**src/rtl/core/pll_pkg.sv**
```systemverilog
// Shared types and codes for the positional linked list.
package pll_pkg;

  typedef enum logic [2:0] {
    FN_INS_HEAD = 3'd0,
    FN_INS_TAIL = 3'd1,
    FN_INS_POS  = 3'd2,
    FN_DEL_HEAD = 3'd3,
    FN_DEL_TAIL = 3'd4,
    FN_DEL_POS  = 3'd5,
    FN_DUMP     = 3'd6
  } func_t;

  typedef enum logic [1:0] {
    ST_OK     = 2'd0,
    ST_EMPTY  = 2'd1,
    ST_BADPOS = 2'd2,
    ST_FULL   = 2'd3
  } status_t;

  typedef enum logic [1:0] {
    KD_NONE,
    KD_INS,
    KD_DEL,
    KD_DUMP
  } kind_t;

  typedef enum logic [2:0] {
    S_IDLE,
    S_LOAD,
    S_WALK,
    S_INS_LINK,
    S_DEL_WR,
    S_DUMP,
    S_EMIT
  } state_t;

  // take pops a node index, give pushes the index being freed
  typedef struct packed {
    logic take;
    logic give;
  } alloc_op_t;

endpackage

```
**src/rtl/core/pll_if.sv**
```systemverilog
// Request and result channel interfaces.
interface pll_req_if;
  logic               valid;
  logic               ready;
  logic [2:0]         func;
  logic signed [31:0] value;
  logic [6:0]         position;

  modport source (output valid, func, value, position, input ready);
  modport sink   (input valid, func, value, position, output ready);
endinterface

interface pll_rsp_if;
  logic               valid;
  logic               ready;
  logic [1:0]         status;
  logic signed [31:0] element;
  logic [6:0]         entry_count;
  logic               last;

  modport source (output valid, status, element, entry_count, last, input ready);
  modport sink   (input valid, status, element, entry_count, last, output ready);
endinterface

```
**src/rtl/core/pll_ram.sv**
```systemverilog
// Generic single-write, single-read RAM with registered read data.
module pll_ram #(
  parameter int WIDTH = 8,
  parameter int DEPTH = 16,
  localparam int AW = $clog2(DEPTH)
) (
  input  logic             clk,
  input  logic             we,
  input  logic [AW-1:0]    waddr,
  input  logic [WIDTH-1:0] wdata,
  input  logic [AW-1:0]    raddr,
  output logic [WIDTH-1:0] rdata
);

  logic [WIDTH-1:0] mem [DEPTH];

  always_ff @(posedge clk) begin
    if (we) begin
      mem[waddr] <= wdata;
    end
    rdata <= mem[raddr];
  end

endmodule

```
**src/rtl/core/pll_alloc.sv**
```systemverilog
// Free node index allocator: a stack of released indices plus a fresh-index counter.
module pll_alloc #(
  parameter int CAPACITY = 16,
  localparam int IW = $clog2(CAPACITY),
  localparam int CW = $clog2(CAPACITY + 1)
) (
  input  logic              clk,
  input  logic              rst,
  input  pll_pkg::alloc_op_t op,
  input  logic [IW-1:0]     free_idx,
  output logic [IW-1:0]     alloc_idx
);

  logic [CW-1:0] stk_cnt;
  logic [CW-1:0] fresh;
  logic [CW-1:0] stk_top;
  logic [IW-1:0] stk_rd;

  assign stk_top = (stk_cnt != '0) ? stk_cnt - CW'(1) : '0;

  pll_ram #(
    .WIDTH (IW),
    .DEPTH (CAPACITY)
  ) u_stack (
    .clk   (clk),
    .we    (op.give),
    .waddr (stk_cnt[IW-1:0]),
    .wdata (free_idx),
    .raddr (stk_top[IW-1:0]),
    .rdata (stk_rd)
  );

  // stack read data is registered, so it settles in the cycle after the count moves
  assign alloc_idx = (stk_cnt != '0) ? stk_rd : fresh[IW-1:0];

  always_ff @(posedge clk) begin
    if (rst) begin
      stk_cnt <= '0;
      fresh   <= '0;
    end else if (op.take) begin
      if (stk_cnt != '0) begin
        stk_cnt <= stk_cnt - CW'(1);
      end else begin
        fresh <= fresh + CW'(1);
      end
    end else if (op.give) begin
      stk_cnt <= stk_cnt + CW'(1);
    end
  end

endmodule

```
**src/rtl/core/positional_linked_list.sv**
```systemverilog
// Positional singly linked list over a node RAM, with a free index allocator.
// One request at a time. Status-only results go straight to emit; a head insert writes
// its node in load; a head delete passes load and walk; insert/delete at 1-based position
// p >= 2 (tail insert: p = count + 1) walks to the predecessor, one node RAM read per step,
// then rewrites its link. Dump: one element per cycle; a held result stalls it all.
// Synchronous reset clears count, head and allocator; node RAMs need no clear.
module positional_linked_list #(
  parameter int CAPACITY = 16
) (
  input  logic      clk,
  input  logic      rst,
  pll_req_if.sink   req,
  pll_rsp_if.source rsp
);

  localparam int IW = $clog2(CAPACITY);
  localparam int CW = $clog2(CAPACITY + 1);
  localparam int NW = 32 + IW;

  pll_pkg::state_t  state, state_next;
  pll_pkg::kind_t   kind;
  pll_pkg::status_t res_st;

  logic [CW-1:0]      used;
  logic [CW-1:0]      steps;
  logic [IW-1:0]      head, cur, nidx, plink;
  logic signed [31:0] val_q, pval;
  logic               at_head;

  logic               out_valid, out_last, out_free, out_load;
  pll_pkg::status_t   out_st;
  logic signed [31:0] out_el;
  logic [6:0]         out_cnt;

  logic               n_we;
  logic [IW-1:0]      n_waddr, n_raddr;
  logic [NW-1:0]      n_wdata, node_rd;
  logic signed [31:0] rd_val;
  logic [IW-1:0]      rd_link;

  pll_pkg::alloc_op_t aop;
  logic [IW-1:0]      free_idx, alloc_idx;

  pll_pkg::status_t   dec_st;
  pll_pkg::kind_t     dec_kind;
  logic [CW-1:0]      dec_steps;
  logic               dec_head;
  logic [7:0]         pos8, used8;
  logic               full, accept;

  pll_ram #(
    .WIDTH (NW),
    .DEPTH (CAPACITY)
  ) u_nodes (
    .clk   (clk),
    .we    (n_we),
    .waddr (n_waddr),
    .wdata (n_wdata),
    .raddr (n_raddr),
    .rdata (node_rd)
  );

  pll_alloc #(
    .CAPACITY (CAPACITY)
  ) u_alloc (
    .clk       (clk),
    .rst       (rst),
    .op        (aop),
    .free_idx  (free_idx),
    .alloc_idx (alloc_idx)
  );

  assign rd_val  = node_rd[NW-1:IW];
  assign rd_link = node_rd[IW-1:0];

  assign req.ready = (state == pll_pkg::S_IDLE);
  assign accept    = req.valid && req.ready;
  assign out_free  = !out_valid || rsp.ready;
  assign free_idx  = (state == pll_pkg::S_DEL_WR) ? plink : cur;

  assign rsp.valid       = out_valid;
  assign rsp.status      = out_st;
  assign rsp.element     = out_el;
  assign rsp.entry_count = out_cnt;
  assign rsp.last        = out_last;

  // request decode: status checks and the walk length to the predecessor
  always_comb begin
    pos8      = {1'b0, req.position};
    used8     = 8'(used);
    full      = (used == CW'(CAPACITY));
    dec_st    = pll_pkg::ST_OK;
    dec_kind  = pll_pkg::KD_NONE;
    dec_steps = '0;
    dec_head  = 1'b0;
    unique case (pll_pkg::func_t'(req.func))
      pll_pkg::FN_INS_HEAD: begin
        if (full) begin
          dec_st = pll_pkg::ST_FULL;
        end else begin
          dec_kind = pll_pkg::KD_INS;
          dec_head = 1'b1;
        end
      end
      pll_pkg::FN_INS_TAIL: begin
        if (full) begin
          dec_st = pll_pkg::ST_FULL;
        end else begin
          dec_kind  = pll_pkg::KD_INS;
          dec_head  = (used8 == 8'd0);
          dec_steps = CW'(used8 - 8'd1);
        end
      end
      pll_pkg::FN_INS_POS: begin
        if (pos8 == 8'd0 || pos8 > used8 + 8'd1) begin
          dec_st = pll_pkg::ST_BADPOS;
        end else if (full) begin
          dec_st = pll_pkg::ST_FULL;
        end else begin
          dec_kind  = pll_pkg::KD_INS;
          dec_head  = (pos8 == 8'd1);
          dec_steps = CW'(pos8 - 8'd2);
        end
      end
      pll_pkg::FN_DEL_HEAD: begin
        if (used8 == 8'd0) begin
          dec_st = pll_pkg::ST_EMPTY;
        end else begin
          dec_kind = pll_pkg::KD_DEL;
          dec_head = 1'b1;
        end
      end
      pll_pkg::FN_DEL_TAIL: begin
        if (used8 == 8'd0) begin
          dec_st = pll_pkg::ST_EMPTY;
        end else begin
          dec_kind  = pll_pkg::KD_DEL;
          dec_head  = (used8 == 8'd1);
          // removing the head walks nowhere
          dec_steps = (used8 == 8'd1) ? '0 : CW'(used8 - 8'd2);
        end
      end
      pll_pkg::FN_DEL_POS: begin
        if (used8 == 8'd0) begin
          dec_st = pll_pkg::ST_EMPTY;
        end else if (pos8 == 8'd0 || pos8 > used8) begin
          dec_st = pll_pkg::ST_BADPOS;
        end else begin
          dec_kind  = pll_pkg::KD_DEL;
          dec_head  = (pos8 == 8'd1);
          dec_steps = (pos8 == 8'd1) ? '0 : CW'(pos8 - 8'd2);
        end
      end
      pll_pkg::FN_DUMP: begin
        if (used8 == 8'd0) begin
          dec_st = pll_pkg::ST_EMPTY;
        end else begin
          dec_kind  = pll_pkg::KD_DUMP;
          dec_steps = CW'(used8 - 8'd1);
        end
      end
      default: begin
        dec_st = pll_pkg::ST_OK;
      end
    endcase
  end

  always_ff @(posedge clk) begin
    if (rst) begin
      state <= pll_pkg::S_IDLE;
    end else begin
      state <= state_next;
    end
  end

  always_comb begin
    state_next = state;
    n_we       = 1'b0;
    n_waddr    = cur;
    n_wdata    = '0;
    n_raddr    = cur;
    aop        = '0;
    out_load   = 1'b0;
    unique case (state)
      pll_pkg::S_IDLE: begin
        if (accept) begin
          state_next = (dec_kind == pll_pkg::KD_NONE) ? pll_pkg::S_EMIT : pll_pkg::S_LOAD;
        end
      end
      pll_pkg::S_LOAD: begin
        if (kind == pll_pkg::KD_INS && at_head) begin
          n_we       = 1'b1;
          n_waddr    = alloc_idx;
          n_wdata    = {val_q, head};
          aop.take   = 1'b1;
          state_next = pll_pkg::S_EMIT;
        end else if (kind == pll_pkg::KD_DUMP) begin
          state_next = pll_pkg::S_DUMP;
        end else begin
          state_next = pll_pkg::S_WALK;
        end
      end
      pll_pkg::S_WALK: begin
        if (steps != '0) begin
          n_raddr = rd_link;
        end else if (kind == pll_pkg::KD_INS) begin
          // new node takes the predecessor's successor
          n_we       = 1'b1;
          n_waddr    = nidx;
          n_wdata    = {val_q, rd_link};
          state_next = pll_pkg::S_INS_LINK;
        end else if (at_head) begin
          aop.give   = 1'b1;
          state_next = pll_pkg::S_EMIT;
        end else begin
          n_raddr    = rd_link;
          state_next = pll_pkg::S_DEL_WR;
        end
      end
      pll_pkg::S_INS_LINK: begin
        n_we       = 1'b1;
        n_wdata    = {pval, nidx};
        aop.take   = 1'b1;
        state_next = pll_pkg::S_EMIT;
      end
      pll_pkg::S_DEL_WR: begin
        // predecessor skips the removed node
        n_we       = 1'b1;
        n_wdata    = {pval, rd_link};
        aop.give   = 1'b1;
        state_next = pll_pkg::S_EMIT;
      end
      pll_pkg::S_DUMP: begin
        if (out_free) begin
          out_load = 1'b1;
          if (steps != '0) begin
            n_raddr = rd_link;
          end else begin
            state_next = pll_pkg::S_IDLE;
          end
        end
      end
      pll_pkg::S_EMIT: begin
        if (out_free) begin
          out_load   = 1'b1;
          state_next = pll_pkg::S_IDLE;
        end
      end
      default: begin
        state_next = pll_pkg::S_IDLE;
      end
    endcase
  end

  always_ff @(posedge clk) begin
    if (rst) begin
      used      <= '0;
      head      <= '0;
      out_valid <= 1'b0;
    end else begin
      if (out_load) begin
        out_valid <= 1'b1;
      end else if (rsp.ready) begin
        out_valid <= 1'b0;
      end
      unique case (state)
        pll_pkg::S_IDLE: begin
          if (accept) begin
            cur     <= head;
            steps   <= dec_steps;
            kind    <= dec_kind;
            at_head <= dec_head;
            res_st  <= dec_st;
            val_q   <= req.value;
          end
        end
        pll_pkg::S_LOAD: begin
          nidx <= alloc_idx;
          if (kind == pll_pkg::KD_INS && at_head) begin
            head <= alloc_idx;
            used <= used + CW'(1);
          end
        end
        pll_pkg::S_WALK: begin
          if (steps != '0) begin
            cur   <= rd_link;
            steps <= steps - CW'(1);
          end else if (kind == pll_pkg::KD_DEL && at_head) begin
            head <= rd_link;
            used <= used - CW'(1);
          end else begin
            pval  <= rd_val;
            plink <= rd_link;
          end
        end
        pll_pkg::S_INS_LINK: begin
          used <= used + CW'(1);
        end
        pll_pkg::S_DEL_WR: begin
          used <= used - CW'(1);
        end
        pll_pkg::S_DUMP: begin
          if (out_free && steps != '0) begin
            cur   <= rd_link;
            steps <= steps - CW'(1);
          end
        end
        pll_pkg::S_EMIT: begin
        end
        default: begin
        end
      endcase
    end
  end

  always_ff @(posedge clk) begin
    if (out_load) begin
      out_cnt <= 7'(used);
      if (state == pll_pkg::S_DUMP) begin
        out_st   <= pll_pkg::ST_OK;
        out_el   <= rd_val;
        out_last <= (steps == '0);
      end else begin
        out_st   <= res_st;
        out_el   <= '0;
        out_last <= 1'b1;
      end
    end
  end

endmodule

```
**src/flat_wrapper.sv**
```systemverilog
// flat-port wrapper written by rule: the top's interface ports become plain ports
module positional_linked_list_flat 
#(
  parameter int CAPACITY = 16
)
  (clk, rst, req_valid, req_func, req_value, req_position, req_ready, rsp_valid, rsp_status, rsp_element, rsp_entry_count, rsp_last, rsp_ready);
  pll_req_if req_i ();
  pll_rsp_if rsp_i ();
  input  logic clk;
  input  logic rst;
  input wire logic [$bits(req_i.valid)-1:0] req_valid;
  input wire logic [$bits(req_i.func)-1:0] req_func;
  input wire logic [$bits(req_i.value)-1:0] req_value;
  input wire logic [$bits(req_i.position)-1:0] req_position;
  output wire logic [$bits(req_i.ready)-1:0] req_ready;
  output wire logic [$bits(rsp_i.valid)-1:0] rsp_valid;
  output wire logic [$bits(rsp_i.status)-1:0] rsp_status;
  output wire logic [$bits(rsp_i.element)-1:0] rsp_element;
  output wire logic [$bits(rsp_i.entry_count)-1:0] rsp_entry_count;
  output wire logic [$bits(rsp_i.last)-1:0] rsp_last;
  input wire logic [$bits(rsp_i.ready)-1:0] rsp_ready;
  assign req_i.valid = req_valid;
  assign req_i.func = req_func;
  assign req_i.value = req_value;
  assign req_i.position = req_position;
  assign req_ready = req_i.ready;
  assign rsp_valid = rsp_i.valid;
  assign rsp_status = rsp_i.status;
  assign rsp_element = rsp_i.element;
  assign rsp_entry_count = rsp_i.entry_count;
  assign rsp_last = rsp_i.last;
  assign rsp_i.ready = rsp_ready;
  positional_linked_list #(.CAPACITY(CAPACITY)) u_core (.clk(clk), .rst(rst), .req(req_i), .rsp(rsp_i));
endmodule
```
**config.mk**
```make
export PLATFORM = sky130hd
export DESIGN_NAME = positional_linked_list_flat
export DESIGN_NICKNAME = d
export VERILOG_FILES = /design/src/rtl/core/pll_pkg.sv /design/src/rtl/core/pll_if.sv /design/src/rtl/core/pll_ram.sv /design/src/rtl/core/pll_alloc.sv /design/src/rtl/core/positional_linked_list.sv /design/src/flat_wrapper.sv
export SDC_FILE = /design/constraint.sdc
export NUM_CORES = 1
export LEC_CHECK = 0
export ABC_AREA = 0
export BUFFER_PORTS_ARGS = -buffer_cell sky130_fd_sc_hd__clkbuf_2
export CORE_MARGIN = 10
export CORE_UTILIZATION = 50
export DETAILED_ROUTE_END_ITERATION = 10
export PLACE_DENSITY = 0.7
export SLEW_MARGIN = 40
export SYNTH_ARGS = -nofsm -noshare
export SYNTH_HDL_FRONTEND = slang
export SYNTH_SLANG_ARGS = --single-unit
```
**constraint.sdc**
```tcl
create_clock -name clk -period 6.9 [get_ports clk]
set_input_delay 0 -clock clk [delete_from_list [all_inputs] [get_ports clk]]
set_output_delay 0 -clock clk [all_outputs]
set_load 0.01 [all_outputs]
```
# Yosys cells after proc, flatten, opt, wreduce, memory -nomap -nowiden
# Memories as Yosys holds them, arrays and structs flattened. A register that Yosys moved wholly into a read port is not among the register bits.
# Index checks and enable logic that the tools add are counted.
# op_classes
add_sub_neg,10
n_mux,95
bitwise,4
n_reduce_logical,36
order_cmp,2
eq_ne,28
# op_table
operator,n
36-bit one-hot mux with 4 select lines,1
36-bit two-way mux,3
5-bit two-way mux,18
4-bit two-way mux,16
3-bit two-way mux,9
5-bit one-hot mux with 5 select lines,1
1-bit two-way mux,24
4-bit one-hot mux with 2 select lines,3
2-bit two-way mux,10
5-bit one-hot mux with 4 select lines,1
5-bit by 1-bit subtractor with 5-bit output (second input constant),4
3-bit equality test (second input constant),6
3-bit one-hot mux with 6 select lines,1
4-bit AND reduction,4
5-bit by 1-bit adder with 5-bit output (second input constant),3
5-bit one-hot mux with 3 select lines,1
3-bit by 2-bit equality test with 1-bit output (second input constant),4
2-bit by 1-bit inequality test with 1-bit output (second input constant),6
4-bit one-hot mux with 3 select lines,1
5-bit logical NOT,2
2-bit one-hot mux with 5 select lines,1
5-bit AND reduction,2
5-bit nonzero test,2
5-bit by 2-bit subtractor with 5-bit output (second input constant),2
other kinds (28),50
# totals
ram_bits,640
memories,2
output_inout_bits,44
in_bits,46
word_cells,196
reg_bits,149
# memory_table
name,depth,width,rd,rd_ports_with_merged_regs,wr,line,text
u_core.u_nodes.mem,16,36,1,1,1,pll_ram.sv:15,logic [WIDTH-1:0] mem [DEPTH];
u_core.u_alloc.u_stack.mem,16,4,1,1,1,pll_ram.sv:15,

# Longest topological paths before layout
# Gate-level depths: netlist of run 1.
# depth
ltp_word,9
mapped_depth,12
ltp_nobuf,11

# By module
# Synthesis of run 1 repeated with hierarchy kept, for this count alone.
# hier_totals
cells_unflattened,1693
hier_area_um2,32338.5
# modules_own_cells
module,n_inst,cells_per_inst,area_each_um2,seq_area_each_um2
pll_ram at u_core.u_nodes,1,938,22318.9,18017.3
positional_linked_list,1,542,6722.7,4043.9
pll_ram at u_core.u_alloc.u_stack,1,130,2666.3,2001.9
pll_alloc,1,83,630.6,180.2

# Least setup slack after synthesis of run 1
# OpenSTA, ideal clock, no wires.
# synth_path
path_kind,register -> register
from,register u_core.u_alloc.stk_cnt[0]
to,"memory u_core.u_nodes.mem[14][0] (netlist bit), enable pin"
stages_incl_launch_ff,11
t_required_ps,6471
path_slack_ps,2345
n_path_buf,2
period_less_slack_ps,4555
setup_time_ps,429
arrival_time_ps,4126
cell_sequence,dfxtp_1 -> clkbuf_1 -> clkinv_1 -> clkbuf_1 -> ha_1 -> nor4b_4 -> mux2i_1 -> inv_1 -> a22o_1 -> or3b_2 -> nor2_1
# synth_between
elab_chain_cells,4
# synth_lines
item,line,text
from (decl),pll_alloc.sv:14,logic [CW-1:0] stk_cnt;
from (signal assigned),pll_alloc.sv:42,stk_cnt <= stk_cnt - CW'(1);
from (signal assigned),pll_alloc.sv:47,stk_cnt <= stk_cnt + CW'(1);
5-bit nonzero test,pll_alloc.sv:34,assign alloc_idx = (stk_cnt != '0) ? stk_rd : fresh[IW-1:0];
4-bit two-way mux,pll_alloc.sv:34,
named net u_core.alloc_idx[0],positional_linked_list.sv:42,"logic [IW-1:0] free_idx, alloc_idx;"
4-bit two-way mux,positional_linked_list.sv:191,if (kind == pll_pkg::KD_INS && at_head) begin
4-bit one-hot mux with 2 select lines,positional_linked_list.sv:184,unique case (state)
to (decl),pll_ram.sv:15,
# The timed path passes the listed nets, and every way through them passes these cells.

# Final worst setup path of run 1
# layout_path
from,register u_core.state[1]
to,"memory u_core.u_nodes.mem[4][29] (netlist bit), enable pin"
# layout_between
elab_chain_cells,5
word_cells_on_any_way,9
cone_classes,eq/ne: 4; mux: 4; reduce/logical: 1
# layout_lines
item,line,text
from (decl),positional_linked_list.sv:20,"pll_pkg::state_t state, state_next;"
from (signal assigned),positional_linked_list.sv:170,state <= pll_pkg::S_IDLE;
from (signal assigned),positional_linked_list.sv:172,state <= state_next;
3-bit by 2-bit equality test with 1-bit output or 3-bit equality test (tied branches),positional_linked_list.sv:184,
2-bit OR reduction (no line),--,
1-bit one-hot mux with 3 select lines,positional_linked_list.sv:184,
1-bit two-way mux,pll_ram.sv:18,if (we) begin
1-bit two-way mux (not written as such),pll_ram.sv:19,mem[waddr] <= wdata;
# Several ways; a longest one is shown, not always the timed one.

==> results of run 1 <==
cell usage after synthesis (46+ instances only):
library cell | number | area, um2
a22o_1 | 72 | 631
o21ai_0 | 76 | 380
a21oi_1 | 66 | 330
clkbuf_1 | 78 | 293
dfxtp_1 | 62 | 1240
nor2b_1 | 48 | 300
nand3_1 | 46 | 230
nand2_1 | 93 | 349
mux2i_1 | 156 | 1560
o22a_1 | 74 | 648
edfxtp_1 | 766 | 23000
nor2_1 | 94 | 353
area by class of cell:
cell class                 count  area share
sequential                   828       0.639
multi-input combinational   1117       0.221
clock buffer                 112      0.0598
timing repair buffer         178      0.0355
tap                          864      0.0285
clock inverter                40      0.0126
inverter                      31     0.00307
how the worst max path moves through the flow:
stage,slack (ps),start,to,depth (start not counted)
finish,2060,u_core.state[1],u_core.u_nodes.mem[4][29],8
global route,1730,u_core.state[1],u_core.u_nodes.mem[4][29],8
CTS,1860,u_core.state[1],u_core.u_nodes.mem[4][29],8
detailed placement,1880,u_core.state[1],u_core.u_nodes.mem[4][1],8
global placement,1920,u_core.state[1],u_core.u_nodes.mem[4][0],8
floorplan,2340,u_core.u_alloc.stk_cnt[0],u_core.u_nodes.mem[14][0],10
flip-flops by register name, summed over array words and instances (netlist names), 2 cells and up:
name                          flops
u_core.kind                       2
u_core.u_alloc.u_stack.mem       64
u_core.nidx                       4
u_core.u_nodes.rdata             36
u_core.plink                      4
u_core.steps                      5
u_core.used                       5
u_core.val_q                     32
u_core.rsp.status                 2
u_core.res_st                     2
u_core.state                      3
u_core.u_alloc.fresh              4
u_core.cur                        4
u_core.head                       4
u_core.u_alloc.u_stack.rdata      4
u_core.rsp.entry_count            5
u_core.pval                      32
u_core.u_nodes.mem              576
u_core.u_alloc.stk_cnt            5
u_core.rsp.element               32
kinds of logic (layout without fill, tap and decap cells):
family	after synthesis	after routing	synth area share
flops	828	828	0.734
compound gates	418	418	0.0954
fa+ha+maj	25	25	0.00947
buf+inv	148	361	0.0198
other cells	1	2	0.000114
simple gates	453	453	0.0727
mux	199	199	0.0633
xor+xnor	20	20	0.00530
worst register-to-register path, cell delays in order, from the launching register on:
cell,delay [ps]
dfxtp_1,730
nor3b_4,600
nand2_1,200
nor2_1,380
or2_2,640
buf_4,460
o21ai_1,350
nor2_4,700
buf_4,430
per-layer routing:
metal  wire (um)  share of wire  vias to the layer above  track usage
li1            -              -                     8511            -
met1       31600           0.43                     9511        0.249
met2       36600           0.50                      639        0.315
met3        4030          0.055                      118       0.0282
met4        1520          0.021                        0       0.0552
met5           0              0                        -            0
through the flow:
step	power, mW	hold slack [ps]
5_1_grt	15.7	86.8
3_3_place_gp	10.5	177
6_report	15.1	87.0
2_1_floorplan	9.36	98.9
4_1_cts	15.2	47.1
3_5_place_dp	10.6	179
power by group through the flow:
stage	sequential, mW	combinational [mW]	clock [mW]
2_1_floorplan	6.49	2.87	0
3_5_place_dp	6.64	4.00	0
4_1_cts	6.54	4.04	4.57
5_1_grt	6.58	4.38	4.79
3_3_place_gp	6.62	3.85	0
6_report	6.55	4.03	4.50
==> flow_summary.yaml, run 1 <==
global_route:
  track_usage: 0.188
  gr-total-overflow: 0
  grt_pass1_vias: 19200
  antenna_found_initial: 0
  grt_pass1_wl_mm: 114
  grt_max_degree: 73
synthesis:
  ys_ff_latch: 828
  netlist_area_um2: 33000
  synth_edf_count: 766
  synth_area_per_cell_um2: 15.8
  yosysSeqAreaShare: 0.734
  synth-async-reset-ratio: 0
  synth_cell_types: 83
  syn_inst: 2092
  yosysWarningCount: 0
  synth_top_flop_cell: "edfxtp_1"
route:
  drt_iter0_markers: 1728
  drcViolationCount: 0
  vias: 18800
  via_per_inst: 5.92
  first_pass_iters: 7
  ant_nets: 0
  wl_mm: 73.8
  wire_per_inst_um: 23.3
power_and_ir_drop:
  power_leakage_nw: 13.1
  p_sw_frac: 0.311
  max-vdd-ir-drop_mv: 0.247
  cellPowerDensity_nw_per_um2: 397
  power_frac_comb: 0.267
  switchingPower_mw: 4.69
  power_frac_seq: 0.434
  power.clock.fraction: 0.299
  intPower_mw: 10.4
clock_tree:
  cts.clk_slew.worst_paths_ps: 60
  htreeDepth: 3
  cts-buffers-inserted: 83
  cts_setup_buffers: 0
  clk_latency_ps: 630
  cts_tree: "built"
  clock_path_buffers: 3
  cts-root-buf: "clkbuf_16"
  hold_buffers: 45
  cts.sinks: 828
  cts_resized: 0
layout:
  drive_gt1_frac: 0.151
  fin_util: 0.578
  diodes: 0
  stdcell_area_um2: 37900
  fillers: 4924
  seqCellArea_um2: 24200
  final_common_cell: "edfxtp_1"
  nets: 2310
  area_growth_syn_to_layout_pct: 14.8
  final_cell_mix: "edfxtp_1, mux2i_1, nand2_1"
  multiInputGateArea_um2: 8400
  finalNonFillerCells: 3170
worst_setup_path:
  r2r-start: "u_core.state[1]"
  crit_required_ps: 7180
  cp_top_family: "simple AND/OR/NAND/NOR gates"
  slowest_stage: "dfxtp_1"
  path_class: "flop to flop"
  cp_common_cell: "buf_4"
  reg2reg_depth: 8
  cp.arrival_ps: 5110
  r2r-end: "u_core.u_nodes.mem[4][29]"
  ff2ff_setup_slack_ps: 2060
  critPathLaunchType: "flop"
  critPathMaxFanout: 21
  crit_path_end_kind: "flop"
  critPathMaxStageDelay_ps: 730
  crit_chain: "nor3b_4, nand2_1, nor2_1, or2_2, buf_4, o21ai_1, nor2_4, buf_4"
  crit_buf_inv: 2
placed_design:
  place_area_um2: 34700
  gp_congestion: 0.878
  place_hpwl_mm: 45.3
  dp_cells: 2973
  place_ws_ps: 1880
  place.port_buffers: 87
status:
  status: "finished, final reports clean"
die:
  ios: 90
  num_rows: 94
  die_h_um: 277
  die_w_um: 277
  dieArea_um2: 76700
  core_region_area_um2: 65600
  initial_core_util: 0.503
min_path:
  hp-start: "req_value[12]"
  hold_path_end: "u_core.val_q[12]"
  hp-class: "input port to flop"
  hold_depth: 2
timing:
  setup_viol: 0
  fmax_mhz: 207
  min_period_over_period: 0.701
  slew_headroom: 0.447
  rsz0062_at_grt: "no"
  fin_tns_setup_ps: 0
  fin_crit_ps: 4840
  tightest_slew_ps: 808
  final-hold-violation-count: 0
  drv_slew: 0
  clock_skew_ps: 27.0
  fin_ws_ps: 2060
run:
  drv_cap: 0
No activity file was read; power rests on OpenSTA's default activity.
==> run 2: changes to the inputs <==
==> constraint.sdc (replaced) <==
create_clock -name clk -period 4.45 [get_ports clk]
set_input_delay 0 -clock clk [delete_from_list [all_inputs] [get_ports clk]]
set_output_delay 0 -clock clk [all_outputs]
set_load 0.01 [all_outputs]
==> run 2 against run 1 <==
  * Final cell count is 1.0% higher
  * Sequential power is 54% higher
  * Maximum frequency is 28% higher
  * Sequential cell count stayed put
  * Critical path depth stayed put
  * Global-route usage is 1.0 points higher
  * Combinational power is 62% higher
  * Wire length is 5.1% higher
  * Largest power group unchanged
==> flow_summary.yaml, run 2 (synthesis gave the netlist of run 1 again) <==
global_route:
  track_usage: 0.198
  gr-total-overflow: 0
  grt_pass1_vias: 19400
  grt_pass1_wl_mm: 118
  antenna_found_initial: 0
  grt_max_degree: 38
placed_design:
  gp_congestion: 0.859
  place_hpwl_mm: 46.6
  dp_cells: 3002
  place.port_buffers: 87
  place_ws_ps: 675
die:
  dieArea_um2: 76700
  die_h_um: 277
  initial_core_util: 0.503
  core_region_area_um2: 65600
  die_w_um: 277
  ios: 90
  num_rows: 94
min_path:
  hold_path_end: "u_core.at_head"
  hp-start: "req_valid"
  hold_depth: 2
  hp-class: "input port to flop"
timing:
  drv_slew: 0
  slew_headroom: 0.417
  final-hold-violation-count: 0
  fmax_mhz: 264
  holdWs_ps: 30.6
  fin_crit_ps: 3780
  setup_viol: 0
  fin_tns_setup_ps: 0
  rsz0062_at_grt: "no"
  tightest_slew_ps: 873
  min_period_over_period: 0.850
  clock_skew_ps: 26.3
  fin_ws_ps: 667
route:
  first_pass_iters: 7
  drcViolationCount: 0
  ant_nets: 0
  wire_per_inst_um: 24.2
  vias: 19100
  via_per_inst: 5.98
  wl_mm: 77.5
  drt_iter0_markers: 1796
clock_tree:
  cts_tree: "built"
  clock_path_buffers: 3
  cts-root-buf: "clkbuf_16"
  cts.clk_slew.worst_paths_ps: 60
  cts.sinks: 828
  cts_setup_buffers: 0
  htreeDepth: 3
  clk_latency_ps: 640
  cts-buffers-inserted: 83
  cts_resized: 0
layout:
  seqCellArea_um2: 24200
  multiInputGateArea_um2: 8390
  area_growth_syn_to_layout_pct: 15.8
  diodes: 0
  drive_gt1_frac: 0.163
  nets: 2340
  final_common_cell: "edfxtp_1"
  fillers: 4887
  fin_util: 0.583
  largest_reg_flops: 576
  top_regs: "u_core.u_nodes.mem x576, u_core.u_alloc.u_stack.mem x64, u_core.u_nodes.rdata x36"
  final_cell_mix: "edfxtp_1, mux2i_1, nand2_1"
  finalNonFillerCells: 3202
  regMostFlops: "u_core.u_nodes.mem"
worst_setup_path:
  critPathLaunchType: "flop"
  r2r-start: "u_core.state[1]"
  path_class: "flop to flop"
  critPathMaxFanout: 28
  cp.arrival_ps: 4080
  reg2reg_depth: 8
  crit_path_end_kind: "flop"
  r2r-end: "u_core.u_nodes.mem[6][27]"
  ff2ff_setup_slack_ps: 670
  crit_required_ps: 4750
power_and_ir_drop:
  cellPowerDensity_nw_per_um2: 616
  max-vdd-ir-drop_mv: 0.368
  power_leakage_nw: 13.2
run:
  drv_cap: 0
status:
  status: "finished, final reports clean"
==> run 2: cell types whose count changed in the layout (fill, tap and decap cells not counted), moves of 3 or more <==
cell        before  now
bufinv_16        9    6
clkinv_1        11    7
buf_16           3    0
clkinvlp_4       2    7
buf_12           2   17
clkbuf_8         6   12
buf_4           37   55
clkinv_2        12    9
==> run 2: stage by stage <==
step | power [mW] | cell area (um2)
6_report | 23.6 | 38200
5_1_grt | 24.6 | 38200
4_1_cts | 23.7 | 38200
3_5_place_dp | 16.7 | 35000
3_3_place_gp | 16.5 | 35000
2_1_floorplan | 14.5 | 33000
==> run 2: final cells by class <==
cell class	instances	share of cell area
Clock inverter	34	0.00972
Tap cell	864	0.0283
Clock buffer	120	0.0616
Timing Repair Buffer	208	0.0440
Multi-Input combinational cell	1117	0.219
Sequential cell	828	0.634
Inverter	31	0.00304
==> run 2: worst max-delay path, cell delays in order (launching register included) <==
cell     delay [ps]
dfxtp_1         710
nor3b_2         480
nand2_1         180
nor2_1          370
a22o_1          310
a21oi_1          60
or3b_2          620
nor2_4          380
buf_12          300
==> run 2: per-layer routing <==
layer / vias to the layer above / GRT usage / wire length [um]
met5: - / 0 / 0
met4: 0 / 0.0633 / 2200
met3: 162 / 0.0318 / 4870
met2: 683 / 0.326 / 37600
met1: 9711 / 0.266 / 32900
li1: 8582 / - / -
==> run 2: how the worst max path moves through the flow <==
| stage | startpoint | endpoint | depth (start not counted) |
|---|---|---|---|
| 6_report | u_core.state[1] | u_core.u_nodes.mem[6][27] | 8 |
| 3_5_place_dp | u_core.state[1] | u_core.u_nodes.rdata[10] | 8 |
| 5_1_grt | u_core.state[1] | u_core.u_nodes.mem[6][27] | 8 |
| 4_1_cts | u_core.state[1] | u_core.u_nodes.rdata[10] | 8 |
| 3_3_place_gp | u_core.state[1] | u_core.u_nodes.rdata[8] | 7 |
| 2_1_floorplan | u_core.u_alloc.stk_cnt[0] | u_core.u_nodes.mem[14][0] | 10 |
==> run 2: timing repair <==
| item | 4_1_cts | 5_1_grt |
|---|---|---|
| hold buffers | 46 | 0 |
| endpoints found under the setup margin | 0 | 0 |
| endpoints found under the hold margin | 61 | 0 |
==> run 2: power by group <==
| group | switching, mW | internal (mW) | total [mW] |
|---|---|---|---|
| registers | 0.421 | 9.70 | 10.1 |
| clock network | 2.88 | 4.05 | 6.93 |
| logic | 4.07 | 2.44 | 6.51 |
| total | 7.36 | 16.2 | 23.6 |
==> run 3: changes to the inputs <==
--- a/config.mk
+++ b/config.mk
@@ -10,7 +10,7 @@
 export CORE_MARGIN = 10
 export CORE_UTILIZATION = 50
 export DETAILED_ROUTE_END_ITERATION = 10
-export PLACE_DENSITY = 0.7
+export PLACE_DENSITY = 0.65
 export SLEW_MARGIN = 40
 export SYNTH_ARGS = -nofsm -noshare
 export SYNTH_HDL_FRONTEND = slang
==> run 3 against run 2 <==
  * Sequential cell count unchanged
  * Wire length is 1.2% lower
  * Critical path depth increased by 2
  * Clock power is 7.2% higher
  * Clock-buffer cell count fell by 16
  * Via count decreased by 1.5%
  * Maximum frequency shrank 3.6%
  * Die area unchanged
  * Critical path type unchanged
==> flow_summary.yaml, run 3 (synthesis gave the netlist of run 1 again) <==
die:
  initial_core_util: 0.503
  die_h_um: 277
  die_w_um: 277
  dieArea_um2: 76700
  num_rows: 94
  ios: 90
  core_region_area_um2: 65600
global_route:
  gr-total-overflow: 0
  track_usage: 0.195
  grt_pass1_vias: 19300
  grt_pass1_wl_mm: 117
  antenna_found_initial: 0
  grt_max_degree: 62
layout:
  fillers: 4935
  area_growth_syn_to_layout_pct: 16.1
  nets: 2336
  stdcell_area_um2: 38400
  final_common_cell: "edfxtp_1"
  regMostFlops: "u_core.u_nodes.mem"
  largest_reg_flops: 576
  fin_util: 0.585
  final_cell_mix: "edfxtp_1, mux2i_1, nand2_1"
  top_regs: "u_core.u_nodes.mem x576, u_core.u_alloc.u_stack.mem x64, u_core.u_nodes.rdata x36"
  diodes: 0
  drive_gt1_frac: 0.167
clock_tree:
  clk_latency_ps: 640
  cts_resized: 0
  htreeDepth: 3
  cts_setup_buffers: 0
  clock_path_buffers: 3
  cts-buffers-inserted: 86
  cts.clk_slew.worst_paths_ps: 60
  cts-root-buf: "clkbuf_16"
  cts.sinks: 828
  cts_tree: "built"
power_and_ir_drop:
  cellPowerDensity_nw_per_um2: 624
  max-vdd-ir-drop_mv: 0.356
  power_leakage_nw: 13.3
timing:
  fin_crit_ps: 3920
  fin_tns_setup_ps: 0
  rsz0062_at_grt: "no"
  final-hold-violation-count: 0
  min_period_over_period: 0.881
  clock_skew_ps: 30.5
  holdWs_ps: 78.1
  fin_ws_ps: 528
  tightest_slew_ps: 840
  slew_headroom: 0.439
  fmax_mhz: 255
  drv_slew: 0
  setup_viol: 0
placed_design:
  gp_congestion: 0.831
  place_ws_ps: 544
  place_hpwl_mm: 46.1
  place_area_um2: 34900
  place.port_buffers: 87
worst_setup_path:
  startpoint: "u_core.state[0]"
  crit_buf_inv: 3
  crit_path_end_kind: "flop"
  path_class: "flop to flop"
  critPathMaxStageDelay_ps: 680
  crit_chain: "and3b_2, a21oi_1, nor2_8, o31ai_4, buf_4, buf_4, buf_4, a22o_1, a2111oi_1, nand4_1"
  r2r-start: "u_core.state[0]"
  slowest_stage: "and3b_2"
  cp_common_cell: "buf_4"
  crit_required_ps: 4940
  critPathMaxFanout: 20
  cp.arrival_ps: 4410
  cp_top_family: "compound AO/OA/AOI/OAI gates"
  critPathLaunchType: "flop"
route:
  via_per_inst: 5.89
  first_pass_iters: 7
  wire_per_inst_um: 23.9
  drcViolationCount: 0
  vias: 18900
  wl_mm: 76.6
  drt_iter0_markers: 1948
  ant_nets: 0
status:
  status: "finished, final reports clean"
min_path:
  hp-class: "input port to flop"
  hp-start: "req_value[5]"
run:
  drv_cap: 0
[run 3: changes by cell type in the layout (fill, tap and decap cells not counted), sizes merged]
| cell | delta |
|---|---|
| clkinv | +19 |
| clkbuf | -16 |
| buf | -6 |
| bufinv | +6 |
| clkinvlp | -3 |
| inv | +2 |
| dlygate4sd3 | -1 |
[run 3: path summary, 6_finish.rpt]
path / to / slack, ps / cells past startpoint
worst min register to register: u_core.pval[15] / 420 / 0
worst min-delay path: u_core.val_q[5] / 80 / 2
worst max-delay path: u_core.u_nodes.rdata[12] / 530 / 10
worst max register to register: u_core.u_nodes.rdata[12] / 530 / 10
[run 3: worst register-to-register path: stages (launching register included)]
cell,delay [ps]
dfxtp_1,660
and3b_2,680
a21oi_1,380
nor2_8,330
o31ai_4,160
buf_4,210
buf_4,190
buf_4,180
a22o_1,240
a2111oi_1,540
nand4_1,180
[run 3: metal layers]
layer | vias to the layer above | GRT usage | share of wire
li1 | 8572 | - | -
met1 | 9597 | 0.265 | 0.44
met2 | 575 | 0.321 | 0.48
met3 | 113 | 0.0290 | 0.055
met4 | 0 | 0.0626 | 0.022
met5 | - | 0 | 0
[run 3: through the flow]
stage                     std cells  power [mW]
after global placement         2994        16.5
after floorplan                2093        14.5
after global routing           3203        25.0
final                          3203        23.9
after detailed placement       2996        16.6
after CTS                      3203        24.1
[run 3: cell type report]
class / instances / area (um2) / share of cell area
Inverter: 31 / 116 / 0.00303
Clock buffer: 104 / 2290 / 0.0597
Multi-Input combinational cell: 1117 / 8390 / 0.219
Timing Repair Buffer: 201 / 1570 / 0.0408
Sequential cell: 828 / 24200 / 0.632
Clock inverter: 58 / 673 / 0.0175
Tap cell: 864 / 1080 / 0.0282
[run 3: report_power, final]
part,internal (mW),switching [mW]
Combinational,2.38,4.00
Sequential,9.70,0.422
Clock,4.42,3.02
Total,16.5,7.44
[run 3: what timing repair did]
action / CTS / global route
setup endpoints to repair: 0 / 0
hold endpoints to repair: 60 / 0
hold buffers: 45 / 0
